==> src/hw/rtl/crls_pkg.sv <==
package crls_pkg;

  // sample and result field widths
  localparam int unsigned SAMPLE_BITS      = 16;
  localparam int unsigned MAX_SAMPLES_DEF  = 1024;
  localparam int unsigned REC_BITS         = 21;
  localparam int unsigned LPTS_BITS        = 21;
  localparam int unsigned LCNT_BITS        = 20;
  localparam int unsigned LEN_BITS         = 11;

  // configuration port
  localparam int unsigned CFG_IDX_BITS     = 2;
  localparam int unsigned CFG_DATA_BITS    = 16;
  localparam int unsigned THRESH_BITS      = 16;
  localparam int unsigned MINL_BITS        = 11;

  localparam logic [CFG_IDX_BITS-1:0] CFG_THRESHOLD = 2'd0;
  localparam logic [CFG_IDX_BITS-1:0] CFG_MIN_LINE  = 2'd1;
  localparam logic [CFG_IDX_BITS-1:0] CFG_SELF_MODE = 2'd2;

  localparam logic [THRESH_BITS-1:0] THRESH_RESET = '0;
  localparam logic [MINL_BITS-1:0]   MINL_RESET   = 11'd2;

  // input word
  typedef struct packed {
    logic signed [SAMPLE_BITS-1:0] sample_a;
    logic signed [SAMPLE_BITS-1:0] sample_b;
    logic                          last_sample;
  } in_word_t;

  // result word
  typedef struct packed {
    logic [REC_BITS-1:0]  recurrent_points;
    logic [LPTS_BITS-1:0] line_points;
    logic [LCNT_BITS-1:0] line_total;
    logic [LEN_BITS-1:0]  longest_line;
    logic [LEN_BITS-1:0]  window_length;
    logic                 truncated;
  } out_word_t;

  // controller states
  typedef enum logic [1:0] {
    ST_LOAD,
    ST_WALK,
    ST_DRAIN
  } ctrl_state_e;

  // controller to datapath
  typedef struct packed {
    logic store;
    logic start;
    logic step;
    logic finish;
  } ctrl_cmd_t;

  // datapath to controller
  typedef struct packed {
    logic walk_end;
    logic pipe_busy;
    logic out_full;
  } dp_status_t;

endpackage

==> src/hw/rtl/crls_ctrl.sv <==
module crls_ctrl import crls_pkg::*; (
  input  logic       clk_i,
  input  logic       rst_ni,
  input  logic       in_valid_i,
  input  logic       in_last_i,
  output logic       in_stall_o,
  input  dp_status_t status_i,
  output ctrl_cmd_t  cmd_o
);

  ctrl_state_e state_q, state_d;
  logic        accept;

  // state register
  always_ff @(posedge clk_i or negedge rst_ni) begin
    if (!rst_ni) begin
      state_q <= ST_LOAD;
    end else begin
      state_q <= state_d;
    end
  end

  // next state and commands
  always_comb begin
    state_d    = state_q;
    cmd_o      = '0;
    in_stall_o = 1'b1;
    accept     = 1'b0;
    unique case (state_q)
      ST_LOAD: begin
        // words are taken every cycle while loading
        in_stall_o  = 1'b0;
        accept      = in_valid_i;
        cmd_o.store = accept;
        if (accept && in_last_i) begin
          cmd_o.start = 1'b1;
          state_d     = ST_WALK;
        end
      end
      ST_WALK: begin
        cmd_o.step = 1'b1;
        if (status_i.walk_end) begin
          state_d = ST_DRAIN;
        end
      end
      ST_DRAIN: begin
        // hand over once the pipe is empty and the output register is free
        if (!status_i.pipe_busy && !status_i.out_full) begin
          cmd_o.finish = 1'b1;
          state_d      = ST_LOAD;
        end
      end
      default: begin
        state_d = ST_LOAD;
      end
    endcase
  end

endmodule

==> config.mk <==
export PLATFORM = sky130hd
export DESIGN_NAME = crls_ctrl
export DESIGN_NICKNAME = d
export VERILOG_FILES = /design/src/hw/rtl/crls_pkg.sv /design/src/hw/rtl/crls_ctrl.sv
export SDC_FILE = /design/constraint.sdc
export NUM_CORES = 1
export LEC_CHECK = 0
export ABC_AREA = 1
export BUFFER_PORTS_ARGS = -buffer_cell sky130_fd_sc_hd__buf_4
export CAP_MARGIN = 10
export CORE_AREA = 10 10 47 49
export DETAILED_ROUTE_END_ITERATION = 10
export DIE_AREA = 0 0 57 59
export SKIP_LAST_GASP = 1
export SLEW_MARGIN = 20
export SYNTH_ARGS = -nofsm -noshare
export SYNTH_HDL_FRONTEND = slang
export SYNTH_SLANG_ARGS = --single-unit
==> constraint.sdc <==
create_clock -name clk_i -period 0.9 [get_ports clk_i]
set_input_delay 0.09 -clock clk_i [delete_from_list [all_inputs] [get_ports clk_i]]
set_output_delay 0.09 -clock clk_i [all_outputs]
set_load 0.05 [all_outputs]
==> results of run 1 <==
## metal layers
metal	wire (um)	up-vias	GRT usage [%]
met5	0	-	0
met4	0	0	3.020
met3	56	0	3.863
met2	317	5	5.426
met1	192	93	3.084
li1	-	105	-
## area by class of cell
type                            count  area (um^2)
Tap cell                           16        20.02
Sequential cell                     2        50.05
Inverter                            8        33.78
Multi-Input combinational cell     14        85.08
Timing Repair Buffer               16        145.1
Fill cell                         164         1045
Clock buffer                        3        22.52
## where the power goes
part	switching (mW)	total, mW	internal [mW]
Clock	0.0527	0.200	0.147
Combinational	0.514	0.820	0.306
Sequential	0.0438	0.171	0.127
Total	0.611	1.19	0.580
## Yosys cell counts
library cell  instances
inv_1                 6
nand3b_1              1
nor2_1                2
nor2_2                3
nand2_1               7
nand3_1               1
dfrtp_1               2
inv_2                 2
buf_4                 1
## per-stage QoR
stage,setup WS [ns],hold WS (ns),area (um^2)
after floorplan,-0.1678,-0.2056,168.9
after global placement,-0.06924,-0.1269,286.5
after detailed placement,-0.07725,-0.1248,286.5
after CTS,-0.2745,0.1190,344.1
after global routing,-0.3658,0.1424,356.6
final,-0.2970,0.1253,356.6
## what timing repair did
| action | CTS | global route |
|---|---|---|
| cloned | 0 | 0 |
| pin swaps | 1 | 1 |
| hold buffers | 1 | 0 |
| hold endpoints to repair | 2 | 0 |
| buffers inserted | 1 | 0 |
| endpoints found under the setup margin | 6 | 7 |
| gates resized for setup | 5 | 4 |
## worst reg2reg max path: stages (launching register included)
cell and delay (ns):
dfrtp_1 0.40, buf_4 0.15, buf_4 0.13, nand3b_1 0.07
nand2_1 0.06
## logic make-up after synthesis
logic type	Yosys count	synth area share, %
buffers and inverters	9	24.59
flip-flops	2	32.79
AND/OR/NAND/NOR	14	42.63
## final timing paths
path	slack (ns)	cells past startpoint	to	from
min	0.13	3	state_q[1]	status_i[2]
min in group asynchronous	0.19	2	state_q[0]	rst_ni
max in group asynchronous	0.62	2	state_q[1]	rst_ni
max reg2reg	-0.03	4	state_q[0]	state_q[0]
min reg2reg	0.74	4	state_q[0]	state_q[0]
max	-0.30	4	cmd_o[3]	state_q[0]
==> flow_summary.json, run 1 <==
{
  "largestRegisters": "state_q (2)",
  "cts.htree.levels": 1,
  "cts.sinks": 2,
  "grt_overflow": 0,
  "arrival_ns": 1.11,
  "cts_tree": "yes",
  "total_power_mw": 1.191,
  "startpoint_type": "flop",
  "crit_buf_inv": 2,
  "maxCapViolCount": 0,
  "relSlewSlack_pct": 89.45,
  "grt_usage_pct": 3.801,
  "skew_ns": 0.002304,
  "synth_cells": 25,
  "vias": 203,
  "vias_per_cell": 3.441,
  "min_period_ns": 1.197,
  "mostFrequentLayoutCell": "buf_4",
  "cts_root_buffer": "clkbuf_4",
  "worst-path-max-fanout": 3,
  "start_util_pct": 10.89,
  "fin_nets": 52,
  "vdd_drop_max_mv": 0.7640,
  "setup_viol": 7,
  "yosysSeqAreaShare_pct": 32.79,
  "period_share_pct": 133.0,
  "worst_hold_path_type": "in2reg",
  "final_cell_mix": "buf_4 (11), inv_1 (5), nand2_1 (5)",
  "grt_max_degree": 4,
  "antenna_left": 0,
  "syn_nets": 32,
  "synth_top_cell_area_share_pct": 32.79,
  "io_pins": 12,
  "status": "finished, violations left",
  "ys_types": 9,
  "rows": 14,
  "coreArea_um2": 1401,
  "firstDrtPassIters": 5,
  "grt_pass1_wl_um": 924,
  "largest_reg_flops": 2,
  "cp-end-kind": "output pin",
  "worstSkewPairLatency_ns": 0.22,
  "yosys_warnings": 0,
  "clockBufferDepth": 2,
  "drive_gt1_share_pct": 65.12,
  "area_delta_synth_final_pct": 133.6,
  "numCtsBuffers": 3,
  "fin_setup_tns_ns": -1.413,
  "routed_wl_um": 566,
  "slowest_stage": "dfrtp_1",
  "dieArea_um2": 3363,
  "syn_area_um2": 152.6,
  "cp_cell_sequence": "nor2_2 -> inv_2 -> nor2_4 -> buf_6",
  "rsz0062_at_grt": "yes",
  "cp.required_ns": 0.81,
  "setup_slack_ns": -0.2970,
  "violations": "setup timing",
  "power.leakage_nw": 0.1932,
  "die_h_um": 59,
  "critical_path_class": "reg2out",
  "ys_top_cells_by_area": "dfrtp_1 (33%), nand2_1 (17%), inv_1 (15%), nor2_2 (12%), buf_4 (4.9%)",
  "place_hpwl_um": 438.8,
  "layout.cells.non_filler": 59,
  "drtIter0Drc": 3,
  "cts.clk_slew.worst_paths_ns": 0.03,
  "cpPeakStageDelay_ns": 0.40,
  "drc": 0,
  "grt_pass1_vias": 222,
  "crit_family": "flip-flops",
  "synth_top_area_cell": "dfrtp_1",
  "report.final.slew_viol_count": 0,
  "final_core_util_pct": 25.45,
  "tightest_slew_ns": 0.1582,
  "syn_area_per_cell_um2": 6.106,
  "top_register": "state_q",
  "power.density_nw_per_um2": 3340,
  "antenna_found_initial": 0,
  "max_freq_mhz": 835.4,
  "diodes": 0,
  "gp_congestion": 0.5700,
  "fp.dieW_um": 57,
  "ys_ff_latch": 2,
  "hold_violations": 0,
  "io_buffers": 11,
  "dp.cells": 54,
  "wire_per_inst_um": 9.593
}
Power figures use the tool's default switching activity.
==> inputs of run 2 (changes only) <==
--- a/config.mk
+++ b/config.mk
@@ -11,6 +11,7 @@
 export CORE_AREA = 10 10 47 49
 export DETAILED_ROUTE_END_ITERATION = 10
 export DIE_AREA = 0 0 57 59
+export GPL_ROUTABILITY_DRIVEN = 0
 export SKIP_LAST_GASP = 1
 export SLEW_MARGIN = 20
 export SYNTH_ARGS = -nofsm -noshare
==> constraint.sdc (replaced) <==
create_clock -name clk_i -period 1.4 [get_ports clk_i]
set_input_delay 0.14 -clock clk_i [delete_from_list [all_inputs] [get_ports clk_i]]
set_output_delay 0.14 -clock clk_i [all_outputs]
set_load 0.05 [all_outputs]
==> flow_summary.json, run 2 (synthesis gave the netlist of run 1 again) <==
{
  "status": "finished, final reports clean",
  "arrival_ns": 1.11,
  "whs_path_depth": 3,
  "firstDrtPassIters": 1,
  "fin_area_um2": 280.3,
  "grt_overflow": 0,
  "rsz0062_at_grt": "no",
  "clockBufferDepth": 2,
  "numCtsBuffers": 3,
  "setup_viol": 0,
  "io_buffers": 11,
  "r2r_start": "state_q[0]",
  "relSlewSlack_pct": 88.41,
  "cp.required_ns": 1.26,
  "cts.sinks": 2,
  "dpl_cell_area_um2": 247.7,
  "maxCapViolCount": 0,
  "fin_setup_tns_ns": 0,
  "hp-start": "status_i[2]",
  "grt_usage_pct": 3.335,
  "area_delta_synth_final_pct": 83.61,
  "period_share_pct": 89.42,
  "rows": 14,
  "skew_ns": 0.001658,
  "hold_buffers": 1,
  "r2r_slack_ns": 0.63,
  "crit_family": "flip-flops",
  "place_hpwl_um": 362.5,
  "final_cell_mix": "buf_4 (11), nand2_1 (7), inv_1 (6)",
  "cp_cell_sequence": "nor2_2 -> nand2_1 -> inv_1 -> buf_4",
  "min_period_ns": 1.252,
  "worst-path-max-fanout": 5,
  "worst_hold_path_type": "in2reg",
  "cts.clk_slew.worst_paths_ns": 0.03,
  "reg2reg_depth": 3,
  "power.leakage_nw": 0.1746,
  "fp.dieW_um": 57,
  "dieArea_um2": 3363,
  "top_register": "state_q",
  "largestRegisters": "state_q (2)",
  "startpoint_type": "flop",
  "total_power_uw": 614.5,
  "drtIter0Drc": 0,
  "crit_buf_inv": 2,
  "report.final.slew_viol_count": 0,
  "fin_nets": 48,
  "io_pins": 12,
  "hold_violations": 0,
  "grt_pass1_wl_um": 717,
  "grt_pass1_vias": 181,
  "antenna_found_initial": 0,
  "drc": 0,
  "postCtsSetupRepairBufs": 0,
  "grt_max_degree": 6,
  "cts.htree.levels": 1,
  "largest_reg_flops": 2,
  "cp-end-kind": "output pin",
  "tightest_slew_ns": 0.1739,
  "start_util_pct": 10.89,
  "drive_gt1_share_pct": 48.72,
  "cts_tree": "yes",
  "coreArea_um2": 1401,
  "min_to": "state_q[1]",
  "vias_per_cell": 3.382,
  "die_h_um": 59,
  "vias": 186,
  "worstSkewPairLatency_ns": 0.22,
  "routed_wl_um": 415,
  "slowest_stage": "dfrtp_1",
  "reg2reg_to": "state_q[0]",
  "ctsResizeCount": 0,
  "cts_root_buffer": "clkbuf_4",
  "power.density_nw_per_um2": 2193,
  "diodes": 0,
  "cpPeakStageDelay_ns": 0.42,
  "mostFrequentLayoutCell": "buf_4",
  "vdd_drop_max_mv": 0.4072,
  "critical_path_class": "reg2out",
  "wire_per_inst_um": 7.545,
  "antenna_left": 0,
  "max_freq_mhz": 798.8
}
-- run 2: changes by cell type in the layout (fill, tap and decap cells not counted) --
cell        change
nand2_1         +2
buf_6           -2
nand2_2         -2
clkinvlp_4      -1
nor2_4          -2
inv_1           +1
nor2_1          +2
buf_8           -2
-- run 2: cell type report --
type                    count  area [um^2]
well taps                  16        20.02
multi-input cells          14        65.06
fillers                   165         1121
inverters                   8        30.03
clock buffers               3        22.52
flip-flops and latches      2        50.05
repair buffers             12        92.59
-- run 2: worst max path at each step --
stage | startpoint | to | slack, ns | cells after the start
finish | state_q[0] | cmd_o[2] | 0.15 | 4
global route | state_q[0] | cmd_o[0] | 0.07 | 4
CTS | state_q[0] | cmd_o[2] | 0.13 | 4
detailed placement | state_q[0] | cmd_o[2] | 0.38 | 4
global placement | state_q[0] | cmd_o[2] | 0.38 | 4
floorplan | state_q[0] | cmd_o[0] | 0.07 | 3
-- run 2: metrics by stage --
stage          setup slack [ns]  hold slack (ns)  utilization (%)  instances
2_1_floorplan           0.06790          -0.1556                -         25
3_3_place_gp             0.3842         -0.07718            17.68         51
3_5_place_dp             0.3753         -0.07554            17.68         51
4_1_cts                  0.1282           0.1594            20.00         55
5_1_grt                 0.06787           0.1683            20.00         55
6_report                 0.1481           0.1642            20.00         55
-- run 2: worst reg2reg max path, cell delays in order, from the launching register on --
cell     delay, ns
dfrtp_1       0.42
nor2_2        0.15
nand2_1       0.08
nand2_1       0.06
-- run 2: routing by layer --
layer | vias up | wire, um | global-route usage [%]
met5 | - | 0 | 0
met1 | 79 | 133 | 1.673
met2 | 7 | 204 | 4.186
met4 | 0 | 8 | 5.034
met3 | 2 | 68 | 4.506
li1 | 98 | - | -
-- run 2: power by group --
group / internal, mW / switching, mW / total [mW]
Combinational: 0.113 / 0.260 / 0.373
Clock: 0.0946 / 0.0335 / 0.128
Sequential: 0.0815 / 0.0320 / 0.114
Total: 0.289 / 0.325 / 0.614
==> inputs of run 3 (changes only) <==
--- a/config.mk
+++ b/config.mk
@@ -5,7 +5,6 @@
 export SDC_FILE = /design/constraint.sdc
 export NUM_CORES = 1
 export LEC_CHECK = 0
-export ABC_AREA = 1
 export BUFFER_PORTS_ARGS = -buffer_cell sky130_fd_sc_hd__buf_4
 export CAP_MARGIN = 10
 export CORE_AREA = 10 10 47 49
==> flow_summary.json, run 3 <==
{
  "relSlewSlack_pct": 85.19,
  "postCtsSetupRepairBufs": 0,
  "max_freq_mhz": 753.4,
  "syn_nets": 21,
  "ys_top_cells_by_area": "dfrtp_1 (38%), o2bb2ai_2 (11%), and2b_2 (6.7%), nor4b_1 (6.7%), o2bb2ai_1 (6.7%)",
  "final_core_util_pct": 19.55,
  "hold_violations": 0,
  "critical_path_class": "reg2out",
  "wire_per_inst_um": 10.14,
  "maxCapViolCount": 0,
  "cts_root_buffer": "clkbuf_4",
  "synth_compound_area_share_pct": 21.90,
  "cts.sinks": 2,
  "vdd_drop_max_mv": 0.5130,
  "worstSkewPairLatency_ns": 0.22,
  "syn_area_um2": 131.4,
  "rows": 14,
  "synth_top_cell_area_share_pct": 38.10,
  "skew_ns": 0.004654,
  "ys.flop_type": "dfrtp_1",
  "fin_nets": 37,
  "report.final.slew_viol_count": 0,
  "ys_ff_latch": 2,
  "power.leakage_nw": 0.1338,
  "grt_overflow": 0,
  "startpoint_type": "flop",
  "synthSimpleGateAreaFrac_pct": 28.57,
  "cts.clk_slew.worst_paths_ns": 0.03,
  "yosysSeqAreaShare_pct": 38.10,
  "tightest_slew_ns": 0.2216,
  "die_h_um": 59,
  "power.density_nw_per_um2": 2262,
  "start_util_pct": 9.375,
  "mostFrequentLayoutCell": "buf_4",
  "internal_power_uw": 316.2,
  "setup_viol": 0,
  "ys_types": 11,
  "rsz0062_at_grt": "no",
  "period_share_pct": 94.80,
  "grt_usage_pct": 3.202,
  "antenna_left": 0,
  "synth_top_area_cell": "dfrtp_1",
  "swShare_pct": 48.98,
  "top_register": "state_q",
  "status": "finished, final reports clean",
  "largestRegisters": "state_q (2)",
  "arrival_ns": 1.19,
  "dieArea_um2": 3363,
  "cp-end-kind": "output pin",
  "drtIter0Drc": 0,
  "clockBufferDepth": 2,
  "yosys_warnings": 0,
  "switchingPower_uw": 303.5,
  "seqPwrFrac_pct": 16.6,
  "p_comb_share_pct": 63.0,
  "syn_area_per_cell_um2": 9.384,
  "total_power_uw": 619.7,
  "clock_power_share_pct": 20.4,
  "synth_mux_area_share_pct": 0,
  "grt_pass1_vias": 172,
  "synth-async-reset-ratio_pct": 100.0,
  "cts_tree": "yes",
  "min_period_ns": 1.327,
  "grt_max_degree": 5,
  "place_hpwl_um": 390.4,
  "drc": 0,
  "synth_edf_count": 0,
  "grt_pass1_wl_um": 759,
  "final_cell_mix": "buf_4 (10), clkbuf_4 (3), inv_1 (2), nor2_2 (2), dfrtp_1 (2)",
  "fp.dieW_um": 57,
  "cp.required_ns": 1.26,
  "cts.htree.levels": 1,
  "io_buffers": 11,
  "synth_top_family_by_area": "simple AND/OR/NAND/NOR gates",
  "multiInputGateArea_um2": 77.57,
  "synth_fa_ha_area_share_pct": 0,
  "area_delta_synth_final_pct": 108.6,
  "diodes": 0,
  "routed_wl_um": 446,
  "synth_cells": 14,
  "fillCellCount": 170,
  "vias_per_cell": 3.500,
  "timing.hold.ws_ns": 0.1573,
  "firstDrtPassIters": 1,
  "regArea_um2": 50.05,
  "largest_reg_flops": 2,
  "antenna_found_initial": 0,
  "worst-path-max-fanout": 4,
  "vias": 154,
  "io_pins": 12,
  "numCtsBuffers": 3,
  "synthXorXnorAreaFrac_pct": 0,
  "coreArea_um2": 1401,
  "drive_gt1_share_pct": 71.43,
  "synth_common_cells": "dfrtp_1 (2), inv_1 (2), nor2_1 (2)",
  "worst_hold_path_type": "in2reg"
}
## run 3: cell types whose count changed after synthesis, sizes merged, moves of 2 or more
cell / before / now
inv: 8 / 2
nand2: 7 / 1
nor2: 5 / 2
o2bb2ai: 0 / 2
## run 3: logic make-up (layout without fill, tap and decap cells)
family | count (synthesis) | in the layout
AND/OR/NAND/NOR | 6 | 6
flip-flops | 2 | 2
buffers and inverters | 3 | 17
AO/OA/AOI/OAI | 3 | 3
## run 3: worst max-delay path: stages, from the launching register on
cell and delay [ns]:
dfrtp_1 0.40, or2_4 0.29, nor2_2 0.12, buf_6 0.16
## run 3: routing by layer
metal	up-vias	global-route usage [%]	wire length [um]
met5	-	0	0
met4	0	2.013	0
met3	0	3.863	65
met2	8	4.341	201
met1	68	2.622	178
li1	78	-	-
## run 3: path summary, 6_finish.rpt
| path | from | endpoint | slack (ns) | cells past startpoint |
|---|---|---|---|---|
| worst max-delay path | state_q[0] | cmd_o[2] | 0.07 | 3 |
| max in group asynchronous | rst_ni | state_q[1] | 1.07 | 2 |
| worst min register to register | state_q[0] | state_q[1] | 0.52 | 1 |
| min in group asynchronous | rst_ni | state_q[0] | 0.23 | 2 |
| worst max register to register | state_q[0] | state_q[1] | 0.51 | 2 |
| worst min-delay path | status_i[2] | state_q[1] | 0.16 | 2 |
## run 3: cell type report
cell class | instances | area share (%)
Clock buffer | 3 | 8.219
Inverter | 2 | 2.740
Multi-Input combinational cell | 9 | 28.31
Sequential cell | 2 | 18.26
Tap cell | 16 | 7.306
Timing Repair Buffer | 12 | 35.16
## run 3: repair_timing
item,CTS,global route
gates resized for setup,0,1
endpoints found under the hold margin,2,0
endpoints found under the setup margin,0,1
hold buffers,1,0
## run 3: metrics by stage
stage | setup WS [ns] | setup TNS, ns | area, um^2 | std cells
finish | 0.07275 | 0 | 274.0 | 44
global route | 0.004228 | 0 | 274.0 | 44
CTS | 0.03949 | 0 | 270.3 | 44
detailed placement | 0.2857 | 0 | 237.7 | 40
global placement | 0.2888 | 0 | 237.7 | 40
floorplan | -0.1135 | -0.1135 | 142.6 | 14
## run 3: power by group through the flow
stage                     Clock, mW  Combinational, mW  Sequential [mW]
after floorplan                   0              0.303           0.0987
final                         0.126              0.391            0.103
after detailed placement          0              0.389            0.104
after CTS                     0.135              0.392            0.104
after global routing          0.138              0.414            0.109
after global placement            0              0.389            0.103
